## src/hw/rtl/efr_pkg.sv

```systemverilog
// Shared types and constants of the escaped frame receiver.
package efr_pkg;

    localparam int unsigned BYTE_W     = 8;
    localparam int unsigned KIND_W     = 2;
    localparam int unsigned CMD_W      = 4;
    localparam int unsigned SLOT_W     = 3;
    localparam int unsigned COUNT_W    = 5;
    localparam int unsigned OUT_DATA_W = 24;
    localparam int unsigned MAX_EMIT   = 31;

    localparam logic [BYTE_W-1:0] END_BYTE_RESET    = 8'd10;
    localparam logic [BYTE_W-1:0] ESCAPE_BYTE_RESET = 8'd27;

    typedef enum logic [KIND_W-1:0] {
        KIND_OPERAND  = 2'd0,
        KIND_EMPTY    = 2'd1,
        KIND_CHECKSUM = 2'd2,
        KIND_OVERFLOW = 2'd3
    } t_kind;

    typedef enum logic {
        REG_END_BYTE    = 1'b0,
        REG_ESCAPE_BYTE = 1'b1
    } t_reg_idx;

    typedef struct packed {
        logic [BYTE_W-1:0]  data_byte;
        logic [COUNT_W-1:0] operand_count;
        logic [SLOT_W-1:0]  slot;
        logic [CMD_W-1:0]   command;
        t_kind              kind;
    } t_result;

endpackage

```

## src/hw/rtl/efr_store.sv

```systemverilog
// Frame byte store: one write port and one registered read port.
module efr_store #(
    parameter int unsigned DEPTH  = 32,
    parameter int unsigned ADDR_W = 5
) (
    input  logic              i_clk,
    input  logic              i_wr_en,
    input  logic [ADDR_W-1:0] i_wr_addr,
    input  logic [7:0]        i_wr_data,
    input  logic              i_rd_en,
    input  logic [ADDR_W-1:0] i_rd_addr,
    output logic [7:0]        o_rd_data
);

    logic [7:0] r_mem [DEPTH];
    logic [7:0] r_rd_data;

    always_ff @(posedge i_clk) begin
        if (i_wr_en) begin
            r_mem[i_wr_addr] <= i_wr_data;
        end
        if (i_rd_en) begin
            r_rd_data <= r_mem[i_rd_addr];
        end
    end

    assign o_rd_data = r_rd_data;

endmodule

```

## src/hw/rtl/escaped_frame_receiver.sv

```systemverilog
// Top level of the escaped frame receiver: deframing, checks and readout.
//
//  Channel   Direction  Handshake                     Content
//  s_axis    in         s_axis_tvalid/s_axis_tready   one received link byte
//  m_axis    out        m_axis_tvalid/m_axis_tready   one result item, tlast = last
//  cfg       in         i_cfg_valid/o_cfg_ready       register index and byte
//
// A data, escape or error byte is handled as it is accepted, without leaving S_RUN. A good
// frame with operands is read back from the store through the single registered read port,
// one result item per S_READ and S_LOAD pass; no byte is taken during that readout.
// Reset is synchronous; it clears the fill count, escape flag and slot and reloads the registers.
// The output register stalls the input only while it is full and not being taken.
module escaped_frame_receiver #(
    parameter int unsigned FRAME_BYTES = 32,
    parameter int unsigned SLOT_COUNT  = 8
) (
    input  logic        i_clk,
    input  logic        i_rst_n,
    input  logic        s_axis_tvalid,
    output logic        s_axis_tready,
    input  logic [7:0]  s_axis_tdata,   // [7:0] rx_byte
    output logic        m_axis_tvalid,
    input  logic        m_axis_tready,
    // [1:0] kind, [5:2] command, [8:6] slot, [13:9] operand_count,
    // [21:14] data_byte, [23:22] zero
    output logic [23:0] m_axis_tdata,
    output logic        m_axis_tlast,
    input  logic        i_cfg_valid,
    output logic        o_cfg_ready,
    input  logic        i_cfg_index,
    input  logic [7:0]  i_cfg_data
);

    localparam int unsigned AW = $clog2(FRAME_BYTES);
    localparam int unsigned FW = $clog2(FRAME_BYTES + 1);
    localparam int unsigned SW = (SLOT_COUNT > 1) ? $clog2(SLOT_COUNT) : 1;

    typedef enum logic [1:0] {
        S_RUN,
        S_READ,
        S_LOAD
    } t_state;

    t_state                  r_state, n_state;
    logic [7:0]              r_end_byte, r_esc_byte;
    logic                    r_esc_pend, n_esc_pend;
    logic [FW-1:0]           r_fill, n_fill;
    logic [7:0]              r_hdr, n_hdr;
    logic [3:0]              r_sum, n_sum;
    logic [SW-1:0]           r_next_slot, n_next_slot;
    logic [AW-1:0]           r_rd_addr, n_rd_addr;
    logic [4:0]              r_left, n_left;
    logic [3:0]              r_cmd, n_cmd;
    logic [2:0]              r_slot, n_slot;
    logic [4:0]              r_count, n_count;
    logic                    r_out_valid, n_out_valid;
    efr_pkg::t_result        r_out, n_out;
    logic                    r_out_last, n_out_last;

    logic                    in_acc;
    logic                    out_free;
    logic [7:0]              rx;
    logic                    wr_en;
    logic                    rd_en;
    logic [7:0]              rd_data;
    logic [FW-1:0]           op_count;
    logic [FW+4:0]           op_count_ext;
    logic [4:0]              emit;
    logic [SW+2:0]           slot_ext;

    efr_store #(
        .DEPTH  (FRAME_BYTES),
        .ADDR_W (AW)
    ) u_store (
        .i_clk     (i_clk),
        .i_wr_en   (wr_en),
        .i_wr_addr (r_fill[AW-1:0]),
        .i_wr_data (rx),
        .i_rd_en   (rd_en),
        .i_rd_addr (r_rd_addr),
        .o_rd_data (rd_data)
    );

    assign out_free      = !r_out_valid || m_axis_tready;
    assign s_axis_tready = (r_state == S_RUN) && out_free;
    assign in_acc        = s_axis_tvalid && s_axis_tready;
    assign rx            = s_axis_tdata;
    assign o_cfg_ready   = 1'b1;

    assign op_count     = r_fill - FW'(1);
    assign op_count_ext = {5'd0, op_count};
    assign emit         = (op_count_ext > (FW + 5)'(efr_pkg::MAX_EMIT))
                          ? 5'(efr_pkg::MAX_EMIT) : op_count_ext[4:0];
    assign slot_ext     = {3'd0, r_next_slot};

    always_comb begin
        n_state     = r_state;
        n_esc_pend  = r_esc_pend;
        n_fill      = r_fill;
        n_hdr       = r_hdr;
        n_sum       = r_sum;
        n_next_slot = r_next_slot;
        n_rd_addr   = r_rd_addr;
        n_left      = r_left;
        n_cmd       = r_cmd;
        n_slot      = r_slot;
        n_count     = r_count;
        n_out_valid = r_out_valid && !m_axis_tready;
        n_out       = r_out;
        n_out_last  = r_out_last;
        wr_en       = 1'b0;
        rd_en       = 1'b0;

        case (r_state)
            S_RUN: begin
                if (in_acc) begin
                    if (!r_esc_pend && rx == r_esc_byte) begin
                        n_esc_pend = 1'b1;
                    end else begin
                        n_esc_pend = 1'b0;
                        if (!r_esc_pend && rx == r_end_byte) begin
                            n_fill     = '0;
                            n_sum      = '0;
                            n_out      = '0;
                            n_out_last = 1'b1;
                            if (r_fill == '0) begin
                                n_out.kind  = efr_pkg::KIND_EMPTY;
                                n_out_valid = 1'b1;
                            end else if (r_hdr[3:0] != r_sum) begin
                                n_out.kind  = efr_pkg::KIND_CHECKSUM;
                                n_out_valid = 1'b1;
                            end else begin
                                n_next_slot = (r_next_slot == SW'(SLOT_COUNT - 1))
                                              ? '0 : r_next_slot + SW'(1);
                                n_cmd   = r_hdr[7:4];
                                n_slot  = slot_ext[2:0];
                                n_count = op_count_ext[4:0];
                                if (op_count == '0) begin
                                    n_out.kind    = efr_pkg::KIND_OPERAND;
                                    n_out.command = r_hdr[7:4];
                                    n_out.slot    = slot_ext[2:0];
                                    n_out_valid   = 1'b1;
                                end else begin
                                    n_left    = emit;
                                    n_rd_addr = AW'(1);
                                    n_state   = S_READ;
                                end
                            end
                        end else if (r_fill < FW'(FRAME_BYTES)) begin
                            wr_en  = 1'b1;
                            n_fill = r_fill + FW'(1);
                            if (r_fill == '0) begin
                                n_hdr = rx;
                            end else begin
                                n_sum = r_sum + rx[3:0];
                            end
                        end else begin
                            n_out           = '0;
                            n_out.kind      = efr_pkg::KIND_OVERFLOW;
                            n_out.data_byte = rx;
                            n_out_last      = 1'b1;
                            n_out_valid     = 1'b1;
                        end
                    end
                end
            end
            S_READ: begin
                rd_en   = 1'b1;
                n_state = S_LOAD;
            end
            S_LOAD: begin
                if (out_free) begin
                    n_out.kind          = efr_pkg::KIND_OPERAND;
                    n_out.command       = r_cmd;
                    n_out.slot          = r_slot;
                    n_out.operand_count = r_count;
                    n_out.data_byte     = rd_data;
                    n_out_last          = (r_left == 5'd1);
                    n_out_valid         = 1'b1;
                    n_left              = r_left - 5'd1;
                    n_rd_addr           = r_rd_addr + AW'(1);
                    n_state             = (r_left == 5'd1) ? S_RUN : S_READ;
                end
            end
            default: begin
                n_state = S_RUN;
            end
        endcase
    end

    always_ff @(posedge i_clk) begin
        if (!i_rst_n) begin
            r_state     <= S_RUN;
            r_end_byte  <= efr_pkg::END_BYTE_RESET;
            r_esc_byte  <= efr_pkg::ESCAPE_BYTE_RESET;
            r_esc_pend  <= 1'b0;
            r_fill      <= '0;
            r_sum       <= '0;
            r_next_slot <= '0;
            r_left      <= '0;
            r_out_valid <= 1'b0;
        end else begin
            r_state     <= n_state;
            r_esc_pend  <= n_esc_pend;
            r_fill      <= n_fill;
            r_sum       <= n_sum;
            r_next_slot <= n_next_slot;
            r_left      <= n_left;
            r_out_valid <= n_out_valid;
            if (i_cfg_valid && o_cfg_ready) begin
                case (i_cfg_index)
                    efr_pkg::REG_END_BYTE:    r_end_byte <= i_cfg_data;
                    efr_pkg::REG_ESCAPE_BYTE: r_esc_byte <= i_cfg_data;
                    default: begin
                        r_end_byte <= r_end_byte;
                    end
                endcase
            end
        end
        r_hdr      <= n_hdr;
        r_rd_addr  <= n_rd_addr;
        r_cmd      <= n_cmd;
        r_slot     <= n_slot;
        r_count    <= n_count;
        r_out      <= n_out;
        r_out_last <= n_out_last;
    end

    assign m_axis_tvalid = r_out_valid;
    assign m_axis_tdata  = {2'b00, r_out};
    assign m_axis_tlast  = r_out_last;

    a_fill_bound: assert property (@(posedge i_clk) disable iff (!i_rst_n)
        r_fill <= FW'(FRAME_BYTES))
        else $error("fill count beyond frame store depth");

    a_read_addr: assert property (@(posedge i_clk) disable iff (!i_rst_n)
        (r_state != S_RUN) |-> (r_rd_addr <= AW'(FRAME_BYTES - 1)
                                && r_left != 5'd0))
        else $error("readout address or remaining count out of range");

    a_escape_arm: assert property (@(posedge i_clk) disable iff (!i_rst_n)
        (in_acc && !r_esc_pend && rx == r_esc_byte) |=> (r_esc_pend && !m_axis_tvalid
                                                         || r_esc_pend))
        else $error("unescaped escape byte did not arm the escape flag");

endmodule
```

## config.mk

```make
export PLATFORM = sky130hd
export DESIGN_NAME = escaped_frame_receiver
export DESIGN_NICKNAME = d
export VERILOG_FILES = /design/src/hw/rtl/efr_pkg.sv /design/src/hw/rtl/efr_store.sv /design/src/hw/rtl/escaped_frame_receiver.sv
export SDC_FILE = /design/constraint.sdc
export NUM_CORES = 1
export LEC_CHECK = 0
export ABC_CLOCK_PERIOD_IN_PS = 3100
export BUFFER_PORTS_ARGS = -buffer_cell sky130_fd_sc_hd__buf_2
export CORE_MARGIN = 2
export CORE_UTILIZATION = 55
export CTS_CLUSTER_DIAMETER = 200
export DETAILED_ROUTE_END_ITERATION = 6
export GPL_ROUTABILITY_DRIVEN = 0
export PLACE_DENSITY = 0.82
export SYNTH_ARGS = -nofsm -noshare
export SYNTH_HDL_FRONTEND = slang
export SYNTH_SLANG_ARGS = --single-unit
export TNS_END_PERCENT = 1
```

## constraint.sdc

```tcl
create_clock -name i_clk -period 3.1 [get_ports i_clk]
set_input_delay 0.155 -clock i_clk [delete_from_list [all_inputs] [get_ports i_clk]]
set_output_delay 0.155 -clock i_clk [all_outputs]
set_load 0.02 [all_outputs]
```

==> results of run 1 <==
placed cells by master, fill, tap and decap left out, types with 9 or more instances in the layout:
cell type,Yosys,layout
dfxtp_1,38,38
nor2_1,52,52
nand3_1,18,18
xor2_1,19,19
mux4_2,80,80
and2_1,10,10
edfxtp_1,312,312
a21boi_0,16,16
nor3_1,11,11
clkbuf_16,0,38
o21ai_0,16,16
inv_1,13,13
a21oi_1,11,10
nor2b_1,10,9
buf_2,6,46
nand2_1,71,71
buf_4,3,55
ha_1,13,13
final cells by class:
cell class,count,area (µm²),share of cell area (%)
well taps,330,412.9,2.511
flip-flops and latches,350,10130,61.60
clock buffers,48,1018,6.193
repair buffers,112,783.3,4.763
clock inverters,17,165.2,1.004
multi-input cells,414,3886,23.63
inverters,13,48.80,0.2967
cells by family after synthesis:
kind of cell             Yosys count  synth area share [%]
multiplexers                      92                 13.55
buffers and inverters             59                 1.738
flip-flops                       350                 71.07
adder cells (fa/ha/maj)           14                 1.282
other                              2               0.05269
XOR/XNOR                          27                 1.659
AO/OA/AOI/OAI                     78                 4.056
AND/OR/NAND/NOR                  200                 6.592
worst min path at each step:
stage / from / endpoint / slack (ps) / cells after the start
final: m_axis_tready / r_state[1] / 40 / 4
after global routing: s_axis_tdata[3] / u_store.r_mem[0][3] / 40 / 1
after CTS: m_axis_tready / r_state[1] / 30 / 4
after detailed placement: i_cfg_data[1] / r_esc_byte[1] / 390 / 3
after global placement: i_cfg_data[4] / r_esc_byte[4] / 390 / 3
after floorplan: s_axis_tdata[0] / r_hdr[0] / 250 / 0
critical path, delay by kind of cell (launching register included):
| family | cells | cell delay, ps |
|---|---|---|
| flops | 1 | 400 |
| buf+inv | 1 | 210 |
| compound gates | 1 | 300 |
| simple gates | 5 | 1700 |
timing repair:
item                      4_1_cts  5_1_grt
hold buffers                    8        0
hold endpoints to repair       16        0
resized for setup               0        0
sequential cells by signal (all words and copies together) (netlist names), 5 cells and up:
name and flops:
m_axis_tdata 22, r_rd_addr 5, r_left 5, r_esc_byte 8
r_hdr 8, r_count 5, r_fill 6, u_store.o_rd_data 8
r_end_byte 8, u_store.r_mem 256
per-stage QoR:
stage | hold WS (ps) | cells | total power (µW) | worst slack [ps] | area [µm²]
floorplan | 253.9 | 823 | 5467 | 471.7 | 14260
global placement | 388.9 | 1211 | 5615 | 404.2 | 15180
detailed placement | 391.6 | 1211 | 5629 | 256.7 | 15180
CTS | 31.02 | 1284 | 9888 | 210.5 | 16440
global route | 37.18 | 1284 | 10100 | 66.04 | 16440
finish | 38.70 | 1284 | 9829 | 168.6 | 16440
power by group:
group	switching (µW)	leakage [µW]	internal [µW]
Clock	1720	0.000580	2560
Combinational	227	0.00183	113
Sequential	29.1	0.00310	5180
Total	1980	0.00551	7850
per-layer routing:
layer / GRT usage (%) / up-vias / wire, µm
li1: - / 3422 / -
met1: 31.01 / 3989 / 12160
met2: 40.68 / 353 / 15920
met3: 4.545 / 68 / 2241
met4: 8.063 / 0 / 1037
met5: 0 / - / 0
==> reports/summary.txt, run 1 <==
Reg-to-Reg End: u_store.r_mem[1][7]
Max Slew Vio Count: 0
Fin crit share: 94.56%
First-pass GRT wire length: 47.02 mm
Detailed-route via count: 7832
Cell mode on critical path: nor2_1
LEAKAGE: 0.005512 µW
Hold Fails Final Rpt: 0
Worst Clk Skew: 25.00 ps
WL final: 31.36 mm
Die height: 165.0 µm
Worst reg2reg setup slack: 170 ps
Setup TNS: 0 ps
HPWL Detailed: 19.77 mm
Die area: 27220 µm²
P&R area growth vs syn: 15.37%
Worst slew margin: 51.48%
Ys flop type: edfxtp_1
Final core utilization: 64.93%
Syn Area/Cell: 17.34 µm²
Final ANT Viol Nets: 0
Fill count: 1666
Final Net Count: 964
Crit Path Max Fanout: 8
Largest area contributor in the netlist: edfxtp_1
CP arrival: 3140 ps
Hold crit path type: primary input to flop
Fmax: 0.3411 GHz
CP Capture Type: flop
Antenna Cells: 0
Worst Setup EP: u_store.r_mem[1][7]
Critical Path RT: 3310 ps
Status: complete, no violations
Postcts setup bufs: 0
Min Tclk post-route: 2931 ps
Pwr per Cell Area: 597.7 nW/µm²
Initial core utilization: 56.28%
CTS tree: yes
Synth Instances: 822
Synth area leaders: edfxtp_1 66%, mux4_2 13%, dfxtp_1 5.3%, nand2_1 1.9%, nor2_1 1.4%
Peak VDD IR: 503.2 µV
CTS root buf: clkbuf_16
Reg clk slew, reported paths: 60 ps
FF-to-FF Start: r_state[0]
Vias in the first global route: 7933
CTS Sinks: 350
Post-DR vias/cell: 6.100
Setup CP Type: flop to flop
Startpoint Class: flop
Antenna violations before repair: 0
CTS max path bufs: 3
Top-count cell post-synth: edfxtp_1
Worst skew pair latency: 520 ps
Largest net degree at the start of global routing: 67
Post-Syn Area: 14250 µm²
Global Route Usage Sum: 23.85%
DR pass1 iterations: 5
I/O pin cnt: 50
PortBufs: 46
Max-capacitance violation count: 0
Finish-stage setup viols: 0
Number of cells on the worst reg-to-reg path: 7
Wire per inst: 24.42 µm
Yosys reg bits: 350
Actual slew at the worst max-slew pin: 724.5 ps
Placeable Area: 25330 µm²
Share of Yosys cell area claimed by the top area cell type: 65.73%
DRC errors left: 0
Async set-reset flop share out of synthesis: 0%
Synth cell types: 56
Critical path, cell by cell: nor2_1, nand3b_1, a31o_2, nor3_1, nand2_1, nor2_1, buf_4
Setup crit start: r_state[0]
Post-synth EDFFs: 312
Crit path max-delay cell type: nor3_1
Biggest cell delay along the critical path: 590 ps
Share of cells above drive strength 1: 26.42%
Die width: 165.0 µm
Most instantiated cells after synthesis: 312 x edfxtp_1, 80 x mux4_2, 71 x nand2_1, 52 x nor2_1, 38 x dfxtp_1
RSZ-0062 raised after global routing: no
Num rows: 58
Sequential area share after synthesis: 71.07%
TritonCTS Buffers: 37
First DRT Iteration DRCs: 897
CTS HTree Levels: 2
Synth warn: 0
Total gr overflow: 0
No activity file was read; power rests on OpenSTA's default activity.
==> run 2: changes to the inputs <==
Settings changed: BUFFER_PORTS_ARGS -buffer_cell sky130_fd_sc_hd__buf_2 to unset, CORE_ASPECT_RATIO set to 1.75, CTS_BUF_LIST set to sky130_fd_sc_hd__clkbuf_2, DONT_BUFFER_PORTS set to 1, PLACE_DENSITY 0.82 to 0.8.
==> reports/summary.txt, run 2 (same netlist as run 1, synthesis figures left out) <==
CTS tree: yes
Number of cells on the critical path: 8 (+1)
CP Capture Type: flop
Setup CP Type: flop to flop
HPWL Detailed: 19.19 mm (-2.9%)
Share of cells above drive strength 1: 26.68% (+0.26 points)
Combinational power share: 4.5% (+1.0 points)
CTS max path bufs: 3 (unchanged)
Actual slew at the worst max-slew pin: 1295 ps (+570.7 ps)
LEAKAGE: 0.005468 µW (-0.80%)
CTS Sinks: 350 (unchanged)
Internal power: 6516 µW (-17%)
First-pass GRT wire length: 47.26 mm (+0.50%)
Num rows: 78 (+34%)
First DRT Iteration DRCs: 581 (-35%)
Worst slew margin: 13.65% (-38 points)
Final ANT Viol Nets: 0 (unchanged)
Global Route Usage Sum: 23.18% (-0.67 points)
I/O pin cnt: 50 (unchanged)
DRC errors left: 0 (unchanged)
Sw Ratio: 22.76% (+2.7 points)
Hold_ws: 205.3 ps (+166.6 ps)
Reg clk slew, reported paths: 110 ps (+50 ps)
Sum of buffers and inverters on the critical path: 2 (+1)
Peak VDD IR: 412.0 µV (-18%)
Finish-stage setup viols: 0 (unchanged)
Max reg flops: 256 (unchanged)
Placeable Area: 25670 µm² (+1.3%)
PortBufs: 0 (-100%)
Total gr overflow: 0 (unchanged)
Fin crit share: 92.09% (-2.5 points)
WL final: 30.72 mm (-2.1%)
CP top delay family: simple AND/OR/NAND/NOR gates
Hold crit path type: primary input to flop
Post-DR vias/cell: 5.924 (-2.9%)
Most common cell after layout, fill and taps aside: edfxtp_1
Fmax: 0.3503 GHz (+2.7%)
Startpoint Class: flop
Critical Path RT: 3650 ps (+340 ps)
CP arrival: 3400 ps (+260 ps)
Max Slew Vio Count: 0 (unchanged)
Critical path, cell by cell: nor2b_1, nand3b_1, a31o_2, nor3_1, nand2_1, buf_4, nor2_1, buf_4
Hold Fails Final Rpt: 0 (unchanged)
Worst Clk Skew: 87.62 ps (+62.62 ps)
Switching pwr: 1920 µW (-2.8%)
DR pass1 iterations: 5 (unchanged)
Final Net Count: 994 (+3.1%)
Reg power frac: 61.6% (+8.6 points)
Initial core utilization: 55.53% (-0.75 points)
DP Area: 14910 µm² (-1.8%)
Hold Path Depth: 3 (-1)
Antenna violations before repair: 1 (+1)
Final Instance Area: 16230 µm² (-1.3%)
Wire per inst: 23.04 µm (-5.7%)
P&R area growth vs syn: 13.86%
Most frequent cells in the layout: 312 x edfxtp_1, 98 x clkbuf_2, 80 x mux4_2
Clock power frac: 33.9% (-9.7 points)
Detailed-route via count: 7897 (+0.83%)
Number of cells on the worst reg-to-reg path: 8 (+1)
Setup TNS: 0 ps (unchanged)
Die area: 27270 µm² (+0.18%)
CTS root buf: clkbuf_2
Crit Path Max Fanout: 8 (unchanged)
Vias in the first global route: 8248 (+4.0%)
Cell mode on critical path: buf_4
Postcts setup bufs: 0 (unchanged)
Largest net degree at the start of global routing: 44 (-34%)
Total power: 8436 µW (-14%)
Worst skew pair latency: 910 ps (+390 ps)
Min Tclk post-route: 2855 ps (-76.69 ps)
Pwr per Cell Area: 519.8 nW/µm² (-13%)
Status: complete, no violations
Die height: 217.0 µm (+32%)
Die width: 125.7 µm (-24%)
Crit path max-delay cell type: nor3_1
Most flop-heavy register: u_store.r_mem
Max-capacitance violation count: 0 (unchanged)
TritonCTS Buffers: 72 (+95%)
RSZ-0062 raised after global routing: no
Biggest cell delay along the critical path: 590 ps (about the same)
CTS HTree Levels: 3 (+1)
[run 2: cell count changes in the layout (fill, tap and decap cells not counted), moves of 8 or more]
cell / before / now
buf_12: 3 / 11
buf_2: 46 / 0
clkbuf_16: 38 / 0
clkbuf_2: 0 / 98
clkinv_1: 8 / 21
dlygate4sd3_1: 8 / 42
[run 2: path summary, 6_finish.rpt]
check	slack [ps]	start	to
max	250	m_axis_tvalid	u_store.r_mem[20][7]
max reg2reg	250	m_axis_tvalid	u_store.r_mem[20][7]
min reg2reg	470	r_hdr[7]	r_cmd[3]
min	210	i_rst_n	m_axis_tvalid
[run 2: metrics by stage]
step           utilization [%]  instances  setup WS (ps)
2_1_floorplan                -        823          471.7
3_3_place_gp             58.09       1153          403.6
3_5_place_dp             58.09       1153          394.4
4_1_cts                  63.22       1332          302.0
5_1_grt                  63.23       1333          49.55
6_report                 63.23       1333          245.3
[run 2: area by class of cell]
cell class              count  area (µm²)
flip-flops and latches    350       10130
fillers                  1743        9438
multi-input cells         414        3886
repair buffers            107        1046
clock buffers              98       490.5
well taps                 320       400.4
clock inverters            30       225.2
inverters                  13       48.80
diodes                      1       2.502
[run 2: repair_timing]
item | CTS | global route
hold endpoints to repair | 310 | 0
gates resized for setup | 0 | 0
hold buffers | 51 | 0
[run 2: worst min-delay path: stages]
cell,delay [ps]
dlygate4sd3_1,590
buf_12,200
o31a_1,110
[run 2: power groups by stage]
stage | sequential, µW | clock [µW] | combinational (µW)
floorplan | 5300 | 0 | 171
global placement | 5300 | 0 | 224
detailed placement | 5300 | 0 | 228
CTS | 5190 | 2920 | 378
global route | 5200 | 3120 | 416
finish | 5200 | 2860 | 382
[run 2: layer usage]
layer  vias to the layer above  GRT usage [%]  share of wire, %
li1                       3531              -                 -
met1                      3992          26.93                36
met2                       300          41.24                55
met3                        74          4.843               5.1
met4                         0          10.48               4.0
met5                         -              0                 0
==> run 3: changes to the inputs <==
Settings changed: ABC_CLOCK_PERIOD_IN_PS 3100 to 3500, PLACE_DENSITY 0.8 to 0.77.
Clock period 3.1 ns to 3.5 ns, I/O delays scaled along.
==> reports/summary.txt, run 3 (same netlist as run 1, synthesis figures left out) <==
Status: complete, no violations
WL final: 30.00 mm (-2.3%)
Share of cells above drive strength 1: 26.16% (-0.52 points)
Critical Path RT: 3970 ps (+320 ps)
Final ANT Viol Nets: 0 (unchanged)
Setup TNS: 0 ps (unchanged)
Max Slew Vio Count: 0 (unchanged)
Wire per inst: 22.82 µm (-0.99%)
Final Net Count: 981 (-1.3%)
Pwr per Cell Area: 454.4 nW/µm² (-13%)
Placeable Area: 25670 µm² (unchanged)
Peak VDD IR: 329.9 µV (-20%)
Worst Clk Skew: 74.65 ps (-12.96 ps)
I/O pin cnt: 50 (unchanged)
P&R area growth vs syn: 12.54%
Clock power frac: 32.3% (-1.6 points)
Combinational power share: 4.5% (about the same)
Antenna violations before repair: 1 (unchanged)
CP arrival: 3640 ps (+240 ps)
CP Capture Type: flop
Most common cell after layout, fill and taps aside: edfxtp_1
Post-DR vias/cell: 5.880 (-0.75%)
Total power: 7290 µW (-14%)
CTS Sinks: 350 (unchanged)
Die width: 125.7 µm (unchanged)
Most flop-heavy register: u_store.r_mem
HPWL Detailed: 19.01 mm (-0.93%)
Max reg flops: 256 (unchanged)
Finish-stage setup viols: 0 (unchanged)
Reg clk slew, reported paths: 100 ps (about the same)
CTS tree: yes
Die area: 27270 µm² (unchanged)
LEAKAGE: 0.005375 µW (-1.7%)
Crit Path Max Fanout: 8 (unchanged)
Initial core utilization: 55.53% (unchanged)
Die height: 217.0 µm (unchanged)
CTS root buf: clkbuf_2
Largest net degree at the start of global routing: 54 (+23%)
CTS max path bufs: 3 (unchanged)
DRC errors left: 0 (unchanged)
CTS HTree Levels: 3 (unchanged)
Sw Ratio: 23.36% (+0.59 points)
Hold Fails Final Rpt: 0 (unchanged)
Reg power frac: 63.2% (+1.6 points)
RSZ-0062 raised after global routing: no
Startpoint Class: flop
Fin crit share: 90.54% (-1.6 points)
Detailed-route via count: 7732 (-2.1%)
Actual slew at the worst max-slew pin: 1005 ps (-290.6 ps)
Max-capacitance violation count: 0 (unchanged)
Worst skew pair latency: 870 ps (-40 ps)
Most frequent cells in the layout: 312 x edfxtp_1, 106 x clkbuf_2, 80 x mux4_2
Resize count post-CTS: 0 (unchanged)
Min Tclk post-route: 3169 ps (+314.0 ps)
Total gr overflow: 0 (unchanged)
Hold crit path type: primary input to flop
Global Route Usage Sum: 22.65% (-0.53 points)
DR pass1 iterations: 5 (unchanged)
Internal power: 5587 µW (-14%)
PortBufs: 0 (unchanged)
Setup CP Type: flop to flop
TritonCTS Buffers: 74 (+2.8%)
Num rows: 78 (unchanged)
First DRT Iteration DRCs: 518 (-11%)
Worst slew margin: 32.89% (+19 points)
Switching pwr: 1703 µW (-11%)
Vias in the first global route: 8092 (-1.9%)
First-pass GRT wire length: 46.20 mm (-2.2%)
Fmax: 0.3156 GHz (-9.9%)
==> run 3: changes by cell type in the layout (fill, tap and decap cells not counted) <==
cell,previous run,this run
buf_4,54,37
bufinv_16,4,1
clkbuf_2,98,106
clkinv_1,21,11
clkinv_2,3,6
clkinvlp_4,1,0
dlygate4sd3_1,42,44
==> run 3: metrics by stage <==
stage / area (µm²) / utilization [%] / setup WS, ps / hold slack [ps] / std cells
after CTS: 16040 / 62.49 / 419.6 / 49.16 / 1314
final: 16040 / 62.50 / 331.3 / 180.9 / 1315
after detailed placement: 14780 / 57.59 / 424.8 / 256.2 / 1136
after global routing: 16040 / 62.50 / 131.0 / 116.0 / 1315
after global placement: 14780 / 57.59 / 649.1 / 252.9 / 1136
after floorplan: 14260 / - / 393.9 / 273.9 / 823
==> run 3: final timing paths <==
check	start	endpoint	slack (ps)	cells after the start
min	m_axis_tready	r_state[1]	180	4
max reg2reg	m_axis_tvalid	u_store.r_mem[26][2]	330	6
max	m_axis_tvalid	u_store.r_mem[26][2]	330	6
min reg2reg	r_hdr[5]	r_cmd[1]	460	0
==> run 3: cell type report <==
class	instances	area, µm²
Antenna cell	1	2.502
Clock buffer	106	530.5
Clock inverter	19	105.1
Fill cell	1798	9625
Inverter	13	48.80
Multi-Input combinational cell	414	3886
Sequential cell	350	10130
Tap cell	320	400.4
Timing Repair Buffer	92	938.4
==> run 3: critical path: stages, from the launching register on <==
cell	delay, ps
dfxtp_1	400
nor2b_1	220
nand3b_1	230
a31o_2	300
nor3_1	560
nand2_1	390
nor2_1	700
==> run 3: power by group through the flow <==
stage | Clock, µW | Combinational, µW | Sequential, µW
2_1_floorplan | 0 | 152 | 4690
3_5_place_dp | 0 | 194 | 4700
4_1_cts | 2410 | 327 | 4600
5_1_grt | 2590 | 358 | 4610
3_3_place_gp | 0 | 190 | 4700
6_report | 2360 | 329 | 4600
==> run 3: what timing repair did <==
| item | CTS | global route |
|---|---|---|
| hold buffers | 53 | 0 |
| endpoints found under the hold margin | 310 | 0 |
| setup buffers | 0 | 0 |
==> run 3: layer usage <==
metal | global-route usage (%) | vias up | part of all wire, %
met5 | 0 | - | 0
li1 | - | 3495 | -
met1 | 25.90 | 3901 | 36
met3 | 4.720 | 56 | 4.9
met2 | 40.86 | 280 | 56
met4 | 9.963 | 0 | 3.5
